<file path="config.mk">
export PLATFORM = sky130hd
export DESIGN_NAME = epoch_seconds_to_calendar_unit_flat
export DESIGN_NICKNAME = d
export VERILOG_FILES = /design/src/sv/esc_pkg.sv /design/src/sv/esc_ifs.sv /design/src/sv/epoch_seconds_to_calendar_unit.sv /design/src/sv/esc_day_split.sv /design/src/sv/esc_clock.sv /design/src/sv/esc_date.sv /design/src/flat_wrapper.sv
export SDC_FILE = /design/constraint.sdc
export NUM_CORES = 2
export LEC_CHECK = 0
export ABC_AREA = 1
export BUFFER_PORTS_ARGS = -buffer_cell sky130_fd_sc_hd__buf_2
export CAP_MARGIN = 10
export CORE_MARGIN = 2
export CORE_UTILIZATION = 60
export CTS_CLUSTER_SIZE = 28
export DETAILED_ROUTE_END_ITERATION = 10
export PLACE_DENSITY = 0.82
export SYNTH_ARGS = -nofsm -noshare
export SYNTH_HDL_FRONTEND = slang
export SYNTH_SLANG_ARGS = --single-unit
</file>
<file path="constraint.sdc">
create_clock -name clk -period 6.6 [get_ports clk]
set_input_delay 0.33 -clock clk [delete_from_list [all_inputs] [get_ports clk]]
set_output_delay 0.33 -clock clk [all_outputs]
set_load 0.01 [all_outputs]
</file>
<file path="src/sv/esc_pkg.sv">
// ----------------------------------------------------------------------------
// esc_pkg
// shared widths, reciprocal constants and calendar helpers for the
// epoch seconds to calendar converter
// ----------------------------------------------------------------------------
package esc_pkg;

  // pipeline depth, input accept to result valid
  localparam int unsigned NUM_STAGES = 6;

  typedef logic [31:0] epoch_t;
  typedef logic [15:0] days_t;     // whole days since 1970, at most 49710
  typedef logic [16:0] sod_t;      // seconds within the day
  typedef logic [10:0] mod_t;      // minutes within the day
  typedef logic [7:0]  yoff_t;     // years since 1970
  typedef logic [8:0]  yday_t;

  // 86400 = 675 << 7, the odd part is divided by reciprocal
  localparam int unsigned DAY_POW2_W   = 7;
  localparam logic [9:0]  DAY_ODD      = 10'd675;
  localparam logic [25:0] RECIP_DAY    = 26'd50903317;   // ceil(2^35 / 675)
  localparam int unsigned SHIFT_DAY    = 35;

  localparam logic [23:0] RECIP_60     = 24'd8947849;    // ceil(2^29 / 60)
  localparam int unsigned SHIFT_60     = 29;
  localparam logic [16:0] RECIP_7      = 17'd74899;      // ceil(2^19 / 7)
  localparam int unsigned SHIFT_7      = 19;
  localparam logic [23:0] RECIP_365    = 24'd11767034;   // ceil(2^32 / 365)
  localparam int unsigned SHIFT_365    = 32;

  localparam logic [5:0]  SECS_PER_MIN = 6'd60;
  localparam logic [2:0]  DAYS_PER_WK  = 3'd7;
  localparam logic [2:0]  EPOCH_WDAY   = 3'd4;           // 1970-01-01 was a thursday
  localparam logic [8:0]  DAYS_PER_YR  = 9'd365;
  localparam yoff_t       YOFF_1900    = 8'd70;
  localparam yoff_t       YOFF_2100    = 8'd130;         // only non-leap century year in range

  // gregorian rule over 1970..2106
  function automatic logic is_leap(input yoff_t yo);
    yoff_t s;
    s = yo + 8'd2;
    return (s[1:0] == 2'b00) && (yo != YOFF_2100);
  endfunction

  // zero-based day of year on which a month starts
  function automatic yday_t month_start(input logic [3:0] m, input logic leap);
    yday_t base;
    unique case (m)
      4'd0:    base = 9'd0;
      4'd1:    base = 9'd31;
      4'd2:    base = 9'd59;
      4'd3:    base = 9'd90;
      4'd4:    base = 9'd120;
      4'd5:    base = 9'd151;
      4'd6:    base = 9'd181;
      4'd7:    base = 9'd212;
      4'd8:    base = 9'd243;
      4'd9:    base = 9'd273;
      4'd10:   base = 9'd304;
      4'd11:   base = 9'd334;
      default: base = 9'd0;
    endcase
    if (leap && m >= 4'd2) base = base + 9'd1;
    return base;
  endfunction

endpackage

</file>
<file path="src/sv/esc_ifs.sv">
// ----------------------------------------------------------------------------
// esc channel interfaces
// valid/ready channels for timestamps in and calendar items out
// ----------------------------------------------------------------------------
interface esc_in_if;
  logic        valid;
  logic        ready;
  logic [31:0] epoch_seconds;

  modport source (output valid, output epoch_seconds, input ready);
  modport sink   (input valid, input epoch_seconds, output ready);
endinterface

interface esc_out_if;
  logic       valid;
  logic       ready;
  logic [5:0] second;
  logic [5:0] minute;
  logic [4:0] hour;
  logic [2:0] weekday;
  logic [7:0] year_since_1900;
  logic [8:0] day_of_year;
  logic [3:0] month;
  logic [4:0] day_of_month;

  modport source (
    output valid, output second, output minute, output hour, output weekday,
    output year_since_1900, output day_of_year, output month, output day_of_month,
    input ready
  );
  modport sink (
    input valid, input second, input minute, input hour, input weekday,
    input year_since_1900, input day_of_year, input month, input day_of_month,
    output ready
  );
endinterface

</file>
<file path="src/sv/epoch_seconds_to_calendar_unit.sv">
// depth: six register stages from the accepting edge to out valid
// throughput: one item per cycle unless the output stalls (multiply pipeline)
// a stalled output freezes every stage, so nothing is lost or repeated
// reset: synchronous active-low rst_n clears the stage valid bits only
// ----------------------------------------------------------------------------
// epoch_seconds_to_calendar_unit
// unsigned unix seconds to utc broken-down time, fully pipelined
// ----------------------------------------------------------------------------
module epoch_seconds_to_calendar_unit import esc_pkg::*; (
  input logic       clk,
  input logic       rst_n,
  esc_in_if.sink    in_ch,
  esc_out_if.source out_ch
);

  // one valid bit per stage, moving in lockstep with the data registers
  logic [NUM_STAGES-1:0] v_r;
  logic                  adv;

  days_t days;
  sod_t  sod;

  // the whole pipe advances unless the output item is waiting to be taken
  assign adv         = !v_r[NUM_STAGES-1] || out_ch.ready;
  assign in_ch.ready = adv;

  always_ff @(posedge clk) begin
    if (!rst_n) begin
      v_r <= '0;
    end else if (adv) begin
      v_r <= {v_r[NUM_STAGES-2:0], in_ch.valid};
    end
  end

  // stages 1-2: days and seconds of the day via reciprocal of 675
  esc_day_split u_split (
    .clk     (clk),
    .en      (adv),
    .epoch_i (in_ch.epoch_seconds),
    .days_o  (days),
    .sod_o   (sod)
  );

  // stages 3-6: time of day and weekday
  esc_clock u_clock (
    .clk       (clk),
    .en        (adv),
    .days_i    (days),
    .sod_i     (sod),
    .second_o  (out_ch.second),
    .minute_o  (out_ch.minute),
    .hour_o    (out_ch.hour),
    .weekday_o (out_ch.weekday)
  );

  // stages 3-6: year estimate and correction, then month lookup
  esc_date u_date (
    .clk               (clk),
    .en                (adv),
    .days_i            (days),
    .year_since_1900_o (out_ch.year_since_1900),
    .day_of_year_o     (out_ch.day_of_year),
    .month_o           (out_ch.month),
    .day_of_month_o    (out_ch.day_of_month)
  );

  assign out_ch.valid = v_r[NUM_STAGES-1];

`ifndef NO_ASSERTIONS
  a_accept_enters: assert property (@(posedge clk) disable iff (!rst_n)
    (in_ch.valid && in_ch.ready) |=> v_r[0])
    else $error("accepted item did not enter the first stage");

  a_stall_freezes: assert property (@(posedge clk) disable iff (!rst_n)
    (out_ch.valid && !out_ch.ready) |=> $stable(v_r))
    else $error("stage valids moved during an output stall");

  a_time_range: assert property (@(posedge clk) disable iff (!rst_n)
    out_ch.valid |-> (out_ch.second < 6'd60 && out_ch.minute < 6'd60 &&
                      out_ch.hour < 5'd24 && out_ch.weekday < 3'd7))
    else $error("time of day or weekday out of range");

  a_date_range: assert property (@(posedge clk) disable iff (!rst_n)
    out_ch.valid |-> (out_ch.month < 4'd12 && out_ch.day_of_month != 5'd0 &&
                      out_ch.day_of_year <= 9'd365 &&
                      out_ch.year_since_1900 >= 8'd70 &&
                      out_ch.year_since_1900 <= 8'd206))
    else $error("calendar date out of range");
`endif

endmodule

</file>
<file path="src/sv/esc_day_split.sv">
// ----------------------------------------------------------------------------
// esc_day_split
// two stages: splits a timestamp into whole days and seconds of the day
// ----------------------------------------------------------------------------
module esc_day_split import esc_pkg::*; (
  input  logic   clk,
  input  logic   en,
  input  epoch_t epoch_i,
  output days_t  days_o,
  output sod_t   sod_o
);

  logic [50:0] prod_r, prod_nxt;
  epoch_t      t_r;
  days_t       days_r, days_nxt;
  sod_t        sod_r, sod_nxt;
  logic [25:0] day_base;
  logic [25:0] rem_full;

  // stage 1: (t >> 7) * recip(675)
  assign prod_nxt = 51'(epoch_i[31:DAY_POW2_W]) * 51'(RECIP_DAY);

  // stage 2: quotient and remainder
  always_comb begin
    days_nxt = prod_r[SHIFT_DAY +: 16];
    day_base = 26'(days_nxt) * 26'(DAY_ODD);
    rem_full = 26'(t_r[31:DAY_POW2_W]) - day_base;
    sod_nxt  = {rem_full[9:0], t_r[DAY_POW2_W-1:0]};
  end

  always_ff @(posedge clk) begin
    if (en) begin
      prod_r <= prod_nxt;
      t_r    <= epoch_i;
      days_r <= days_nxt;
      sod_r  <= sod_nxt;
    end
  end

  assign days_o = days_r;
  assign sod_o  = sod_r;

endmodule

</file>
<file path="src/sv/esc_clock.sv">
// ----------------------------------------------------------------------------
// esc_clock
// four stages: second, minute, hour and weekday
// ----------------------------------------------------------------------------
module esc_clock import esc_pkg::*; (
  input  logic       clk,
  input  logic       en,
  input  days_t      days_i,
  input  sod_t       sod_i,
  output logic [5:0] second_o,
  output logic [5:0] minute_o,
  output logic [4:0] hour_o,
  output logic [2:0] weekday_o
);

  // stage 3
  logic [40:0] pmin_r;
  logic [31:0] pwd_r;
  sod_t        sod3_r;
  days_t       wx3_r;
  days_t       wx;
  // stage 4
  mod_t        mod4_r, mod4_nxt;
  logic [5:0]  sec4_r, sec4_nxt;
  logic [2:0]  wd4_r, wd4_nxt;
  logic [12:0] wq;
  // stage 5
  logic [34:0] phr_r;
  mod_t        mod5_r;
  logic [5:0]  sec5_r;
  logic [2:0]  wd5_r;
  // stage 6
  logic [4:0]  hour_r, hour_nxt;
  logic [5:0]  min_r, min_nxt;
  logic [5:0]  sec6_r;
  logic [2:0]  wd6_r;

  assign wx = days_i + 16'(EPOCH_WDAY);

  always_comb begin
    mod4_nxt = pmin_r[SHIFT_60 +: 11];
    sec4_nxt = 6'(sod3_r - 17'(mod4_nxt) * 17'(SECS_PER_MIN));
    wq       = pwd_r[SHIFT_7 +: 13];
    wd4_nxt  = 3'(wx3_r - 16'(wq) * 16'(DAYS_PER_WK));
    hour_nxt = phr_r[SHIFT_60 +: 5];
    min_nxt  = 6'(mod5_r - 11'(hour_nxt) * 11'(SECS_PER_MIN));
  end

  always_ff @(posedge clk) begin
    if (en) begin
      pmin_r <= 41'(sod_i) * 41'(RECIP_60);
      pwd_r  <= 32'(wx) * 32'(RECIP_7);
      sod3_r <= sod_i;
      wx3_r  <= wx;
      mod4_r <= mod4_nxt;
      sec4_r <= sec4_nxt;
      wd4_r  <= wd4_nxt;
      phr_r  <= 35'(mod4_r) * 35'(RECIP_60);
      mod5_r <= mod4_r;
      sec5_r <= sec4_r;
      wd5_r  <= wd4_r;
      hour_r <= hour_nxt;
      min_r  <= min_nxt;
      sec6_r <= sec5_r;
      wd6_r  <= wd5_r;
    end
  end

  assign second_o  = sec6_r;
  assign minute_o  = min_r;
  assign hour_o    = hour_r;
  assign weekday_o = wd6_r;

endmodule

</file>
<file path="src/sv/esc_date.sv">
// ----------------------------------------------------------------------------
// esc_date
// four stages: year, day of year, month and day of month
// ----------------------------------------------------------------------------
module esc_date import esc_pkg::*; (
  input  logic       clk,
  input  logic       en,
  input  days_t      days_i,
  output logic [7:0] year_since_1900_o,
  output logic [8:0] day_of_year_o,
  output logic [3:0] month_o,
  output logic [4:0] day_of_month_o
);

  // stage 3
  logic [39:0] pyr_r;
  days_t       days3_r;
  // stage 4
  yoff_t       yest4_r, yest4_nxt;
  logic [16:0] ys4_r, ys4_nxt;
  days_t       days4_r;
  logic [8:0]  yest_inc;
  // stage 5
  yoff_t       yo5_r, yo5_nxt;
  yday_t       yday5_r, yday5_nxt;
  logic        leap5_r, leap5_nxt;
  logic [16:0] ybase;
  // stage 6
  yoff_t       year6_r;
  yday_t       yday6_r;
  logic [3:0]  mon6_r, mon6_nxt;
  logic [4:0]  dom6_r, dom6_nxt;
  yday_t       mstart;

  always_comb begin
    // year estimate from days / 365 is never low and at most one high
    yest4_nxt = pyr_r[SHIFT_365 +: 8];
    yest_inc  = 9'(yest4_nxt) + 9'd1;
    ys4_nxt   = 17'(yest4_nxt) * 17'(DAYS_PER_YR) + 17'(yest_inc[8:2])
              - ((yest4_nxt > YOFF_2100) ? 17'd1 : 17'd0);

    if (ys4_r > 17'(days4_r)) begin
      yo5_nxt = yest4_r - 8'd1;
      ybase   = ys4_r - 17'(DAYS_PER_YR) - (is_leap(yo5_nxt) ? 17'd1 : 17'd0);
    end else begin
      yo5_nxt = yest4_r;
      ybase   = ys4_r;
    end
    yday5_nxt = 9'(17'(days4_r) - ybase);
    leap5_nxt = is_leap(yo5_nxt);

    // month search, compares are independent
    mon6_nxt = 4'd0;
    mstart   = month_start(4'd0, leap5_r);
    for (int m = 1; m < 12; m++) begin
      if (yday5_r >= month_start(4'(m), leap5_r)) begin
        mon6_nxt = 4'(m);
        mstart   = month_start(4'(m), leap5_r);
      end
    end
    dom6_nxt = 5'(yday5_r - mstart + 9'd1);
  end

  always_ff @(posedge clk) begin
    if (en) begin
      pyr_r   <= 40'(days_i) * 40'(RECIP_365);
      days3_r <= days_i;
      yest4_r <= yest4_nxt;
      ys4_r   <= ys4_nxt;
      days4_r <= days3_r;
      yo5_r   <= yo5_nxt;
      yday5_r <= yday5_nxt;
      leap5_r <= leap5_nxt;
      year6_r <= yo5_r + YOFF_1900;
      yday6_r <= yday5_r;
      mon6_r  <= mon6_nxt;
      dom6_r  <= dom6_nxt;
    end
  end

  assign year_since_1900_o = year6_r;
  assign day_of_year_o     = yday6_r;
  assign month_o           = mon6_r;
  assign day_of_month_o    = dom6_r;

endmodule

</file>
<file path="src/flat_wrapper.sv">
// flat-port wrapper written by rule: the top's interface ports become plain ports
module epoch_seconds_to_calendar_unit_flat import esc_pkg::*;
  (clk, rst_n, in_ch_valid, in_ch_epoch_seconds, in_ch_ready, out_ch_valid, out_ch_second, out_ch_minute, out_ch_hour, out_ch_weekday, out_ch_year_since_1900, out_ch_day_of_year, out_ch_month, out_ch_day_of_month, out_ch_ready);
  esc_in_if in_ch_i ();
  esc_out_if out_ch_i ();
  input logic clk;
  input logic rst_n;
  input wire logic [$bits(in_ch_i.valid)-1:0] in_ch_valid;
  input wire logic [$bits(in_ch_i.epoch_seconds)-1:0] in_ch_epoch_seconds;
  output wire logic [$bits(in_ch_i.ready)-1:0] in_ch_ready;
  output wire logic [$bits(out_ch_i.valid)-1:0] out_ch_valid;
  output wire logic [$bits(out_ch_i.second)-1:0] out_ch_second;
  output wire logic [$bits(out_ch_i.minute)-1:0] out_ch_minute;
  output wire logic [$bits(out_ch_i.hour)-1:0] out_ch_hour;
  output wire logic [$bits(out_ch_i.weekday)-1:0] out_ch_weekday;
  output wire logic [$bits(out_ch_i.year_since_1900)-1:0] out_ch_year_since_1900;
  output wire logic [$bits(out_ch_i.day_of_year)-1:0] out_ch_day_of_year;
  output wire logic [$bits(out_ch_i.month)-1:0] out_ch_month;
  output wire logic [$bits(out_ch_i.day_of_month)-1:0] out_ch_day_of_month;
  input wire logic [$bits(out_ch_i.ready)-1:0] out_ch_ready;
  assign in_ch_i.valid = in_ch_valid;
  assign in_ch_i.epoch_seconds = in_ch_epoch_seconds;
  assign in_ch_ready = in_ch_i.ready;
  assign out_ch_valid = out_ch_i.valid;
  assign out_ch_second = out_ch_i.second;
  assign out_ch_minute = out_ch_i.minute;
  assign out_ch_hour = out_ch_i.hour;
  assign out_ch_weekday = out_ch_i.weekday;
  assign out_ch_year_since_1900 = out_ch_i.year_since_1900;
  assign out_ch_day_of_year = out_ch_i.day_of_year;
  assign out_ch_month = out_ch_i.month;
  assign out_ch_day_of_month = out_ch_i.day_of_month;
  assign out_ch_i.ready = out_ch_ready;
  epoch_seconds_to_calendar_unit u_core (.clk(clk), .rst_n(rst_n), .in_ch(in_ch_i), .out_ch(out_ch_i));
endmodule
</file>
# == Yosys cells after proc, flatten, opt, wreduce, memory -nomap -nowiden ==
# Cells that the tools add are included.
# op_classes
addsub,27
mul,10
magnitude_cmp,13
n_eq_ne,2
n_mux,55
reduce_logical,8
# op_table
cell,n
two-way mux 5 bit,31
"adder 5 x 1 -> 5 bit, second input constant",11
"multiplier 25 x 26 -> 51 bit, second input constant",1
"multiplier 17 x 24 -> 40 bit, second input constant",1
"multiplier 16 x 23 -> 39 bit, second input constant",1
>= comparator 9 x 8 -> 1 bit,4
"multiplier 11 x 24 -> 34 bit, second input constant",1
"multiplier 16 x 17 -> 32 bit, second input constant",1
>= comparator 9 bit,3
>= comparator 9 x 7 -> 1 bit,2
adder 17 x 7 -> 17 bit,1
greater-than comparator 17 x 16 -> 1 bit,1
"multiplier 8 x 9 -> 17 bit, second input constant",1
subtractor 17 x 1 -> 17 bit,1
"adder 16 x 3 -> 16 bit, second input constant",1
"multiplier 16 x 10 -> 10 bit, second input constant",1
"inequality test 8 bit, second input constant",2
"multiplier 13 x 3 -> 3 bit, second input constant",1
two-way mux 2 bit,6
two-way mux 3 bit,4
two-way mux 4 bit,3
subtractor 6 bit,2
"multiplier 11 x 4 -> 4 bit, second input constant",1
subtractor 10 bit,1
22 further kinds,33
# totals
regBits,417
elab_cells,149

# == Longest topological paths before layout ==
# depth
word_depth,17
ltp_mapped,27
depth_no_buf,27

# == Modules after synthesis ==
# Synthesis repeated with hierarchy kept, for this count alone.
# hier_totals
cells_unflattened,4741
hier_area_um2,41088.2
# by_module_without_submodules
mod,instances,cells_per_inst,area_each_um2,seq_area_each_um2
esc_day_split,1,1819,14899.3,1981.9
esc_date,1,1572,14536.4,3273.1
esc_clock,1,1314,11402.2,2492.4
epoch_seconds_to_calendar_unit,1,36,250.2,120.1

# == Least setup slack after synthesis ==
# OpenSTA, ideal clock, no wires.
# synth_timing
path_kind,reg-to-reg
startpoint,register u_core.v_r[5]
endpoint,"register u_core.u_clock.hour_r[0], in the netlist u_core.u_clock.hour_o[0] (enable)"
setup_ps,614
t_arrival_ps,5534
t_required_ps,5986
slack_ps,452
stages_incl_launch_ff,4
n_path_buf,0
period_less_slack_ps,6148
path_cell_list,dfxtp_1 > inv_1 > nor2_1 > inv_1
# synth_between
elab_chain_cells,2
# synth_lines
element,line_no,source
from (decl),epoch_seconds_to_calendar_unit.sv:17,logic [NUM_STAGES-1:0] v_r;
from (signal assigned),epoch_seconds_to_calendar_unit.sv:31,"v_r <= {v_r[NUM_STAGES-2:0], in_ch.valid};"
logical NOT 1 bit,epoch_seconds_to_calendar_unit.sv:24,assign adv = !v_r[NUM_STAGES-1] || out_ch.ready;
logical OR 1 bit,epoch_seconds_to_calendar_unit.sv:24,
net in_ch_ready,flat_wrapper.sv:10,output wire logic [$bits(in_ch_i.ready)-1:0] in_ch_ready;
to (signal assigned),esc_clock.sv:62,hour_r <= hour_nxt;
to (decl),esc_clock.sv:33,"logic [4:0] hour_r, hour_nxt;"
# The timed path passes the listed nets, and every way through them passes these cells.
# A chain may end at the register's enable or synchronous reset.

# == Worst setup path in the final report ==
# layout_timing
startpoint,"register u_core.u_split.days_r[3], in the netlist u_core.u_split.days_o[3]"
endpoint,register u_core.u_clock.pwd_r[20] (data pin)
# layout_between
elab_chain_cells,2
# layout_lines
element,line_no,source
from (decl),esc_day_split.sv:15,"days_t days_r, days_nxt;"
from (signal assigned),esc_day_split.sv:35,days_r <= days_nxt;
adder 16 x 3 -> 16 bit,esc_clock.sv:38,assign wx = days_i + 16'(EPOCH_WDAY);
multiplier 16 x 17 -> 32 bit,esc_clock.sv:52,pwd_r <= 32'(wx) * 32'(RECIP_7);
to (signal assigned),esc_clock.sv:52,
to (decl),esc_clock.sv:18,logic [31:0] pwd_r;
# No other way between the ends.

==> results.cfg <==
[synth]
synth_fa_ha_area_share_pct = 49.5
yosys.area_share.simple_pct = 10.5
ys_seq_area_share_pct = 20.2
synth-edff-count = 256
synthArstFlopShare_pct = 0
ys_types = 53
synth_nets = 5406
syn_area_per_cell_um2 = 9.43
synth_xor_area_share_pct = 3.34
syn-cell-area_um2 = 38700
synth_top_family_by_area = adder cells
synthMuxAreaShare_pct = 0.0259
syn_inst = 4105
ys_warn_count = 0
ys_ff_latch = 262
ys.flop_type = edfxtp_1
synth-compound-area-share_pct = 6.30

[worst_hold_path]
hold_start = in_ch_valid
holdCritPathClass = in2reg
min_to = u_core.v_r[0]
hold_path_depth = 3

[worst_setup_path]
reg2regPathDepth = 22
critPathRequiredTime_ns = 6.93
cp_max_fo = 9
r2r-start = u_core.u_split.days_o[3]
rrSetupSlack_ns = 0.50
crit_path_end_kind = register
cp-start-kind = register
cp.arrival_ns = 6.43
r2r-end = u_core.u_clock.pwd_r[20]
crit_type = reg2reg

[place]
placed_area_um2 = 40200
place.detailed.hpwl_mm = 75.8
place_congestion = 0.994
port_buffers = 83

[global_routing]
grt-ovfl-total = 0
first_global_vias = 29300
grt_pass1_wl_mm = 145
grt_max_degree = 100
antenna_found_initial = 0
grtUsageTotal_pct = 27.2

[floorplan]
die_w_um = 258
num_rows = 93
core-area_um2 = 64100
start_util_pct = 60.4
io_pins = 84
dieArea_um2 = 66500
fp.dieH_um = 258

[routing]
viasPerCell = 5.39
drt_iter0_drc = 1549
vias = 27500
final_antenna_net_count = 0
drc = 0
wl_per_cell_um = 17.3
dr.pass1.iters = 8
finalWirelength_mm = 88.4

[job]
drv_cap = 0

[run_status]
status = completed

[clocking]
clk_pin_slew_worst_paths_ns = 0.07
numCtsBuffers = 28
clock-root-buffer = clkbuf_16
cts_tree = built
htree_levels = 1
post-cts-setup-buffers = 0
clock_sinks = 262
insertion_delay_ns = 0.58
clk_path_buf_depth = 3

[sta]
period_needed_ns = 6.10
period_share_pct = 92.4
grt_setup_unrepaired = false
slew_headroom_pct = 30.7
finalSetupTns_ns = 0
worstMarginPinSlew_ns = 1.04
final-max-slew-violation-count = 0
clock.fmax_mhz = 164
hold_viol_final = 0
setup_viol = 0
skew_ns = 0.0224

[final_layout]
area_delta_synth_final_pct = 6.55
n_antenna_cell = 0
nets = 5532
filler_cell_count = 5130
final_common_cell = inv_1
most-common-layout-cells = 1035 x inv_1, 822 x ha_1, 488 x nand2_1, 443 x fa_1, 256 x edfxtp_1
fin_area_um2 = 41200
drive_gt1_share_pct = 4.49
==> timing repair <==
action	CTS	global route
hold buffers	8	0
gates resized for setup	0	1
setup endpoints to repair	0	1
hold endpoints to repair	8	0
==> synth_stat cells, drive strengths merged (7+ instances only) <==
library cell     n  share of area [%]
a21boi          11               0.21
nand3          108                1.4
nand4           30               0.50
nor4            18               0.39
edfxtp         256                 20
or2              8               0.13
xor2            96                2.2
nand2          496                4.9
xnor2           50                1.1
a21o            26               0.50
a31oi           21               0.34
ha             822                 27
nor3            30               0.44
o21ai          137                1.8
fa             443                 23
nor2           255                2.5
o21bai          12               0.23
o211ai          12               0.23
o21a             9               0.17
a21oi          186                2.4
a211oi           7               0.14
inv           1041                 10
==> through the flow <==
step	std cells	hold WS (ns)	util, %	setup WS [ns]
final	5106	0.0115	64.3	0.504
after global routing	5106	0.0336	64.3	0.0407
after CTS	5106	0.00673	64.3	0.384
after detailed placement	5048	0.405	62.7	0.406
after global placement	5048	0.401	62.7	0.479
after floorplan	4105	0.400	-	0.452
==> cell type report <==
type	count	area, um^2	area share [%]
well taps	855	1070	2.59
repair buffers	100	563	1.37
clock buffers	29	704	1.71
flip-flops and latches	262	7810	18.9
clock inverters	21	220	0.534
inverters	1042	3920	9.50
multi-input cells	2797	27000	65.4
==> worst max-delay path, cell delays in order (launching register included) <==
cell,delay (ns)
edfxtp_1,0.65
ha_1,0.36
nand2_1,0.16
nor4_2,0.32
nand3_1,0.16
xor2_1,0.25
inv_1,0.12
ha_1,0.29
inv_1,0.05
fa_1,0.57
fa_1,0.45
fa_1,0.43
fa_1,0.41
inv_1,0.09
fa_1,0.43
ha_1,0.29
nand2_1,0.08
inv_1,0.09
nand3_1,0.10
nor3_1,0.23
nand4_1,0.12
nand3_1,0.12
xor2_1,0.07
==> worst max path at each step <==
stage / startpoint / to / cells past startpoint
floorplan: u_core.v_r[5] / u_core.u_clock.hour_o[0] / 3
global placement: u_core.u_split.days_o[4] / u_core.u_clock.pwd_r[21] / 20
detailed placement: u_core.u_split.days_o[4] / u_core.u_clock.pwd_r[20] / 22
CTS: u_core.u_split.days_o[4] / u_core.u_clock.pwd_r[20] / 22
global route: u_core.u_split.days_o[4] / u_core.u_clock.pwd_r[20] / 24
finish: u_core.u_split.days_o[3] / u_core.u_clock.pwd_r[20] / 22
==> kinds of logic after synthesis <==
logic type,count (synthesis)
flip-flops,262
AND/OR/NAND/NOR,956
XOR/XNOR,146
multiplexers,1
adder cells (fa/ha/maj),1265
AO/OA/AOI/OAI,429
buffers and inverters,1046
==> metal layers <==
metal  track usage [%]  wire (um)
met1              33.2      36700
met2              49.7      44600
met3              2.08       3160
met4              11.2       3950
met5                 0          0
==> flip-flops by register name, summed over array words and instances (netlist names), 8 cells and up <==
name / cells
u_core.u_date.days3_r: 16
u_core.u_clock.phr_r: 8
u_core.u_date.pyr_r: 8
u_core.u_split.t_r: 15
u_core.u_date.day_of_year_o: 9
u_core.u_clock.mod4_r: 11
u_core.u_date.year_since_1900_o: 8
u_core.u_date.ys4_r: 17
u_core.u_date.yo5_r: 8
u_core.u_date.days4_r: 16
u_core.u_clock.pmin_r: 14
u_core.u_date.yest4_r: 8
u_core.u_split.prod_r: 18
u_core.u_date.yday5_r: 9
u_core.u_split.days_o: 16
u_core.u_split.sod_o: 17
Power is not shown: default switching activity piles up to over one toggle a cycle in this logic, so the estimate is an artifact.
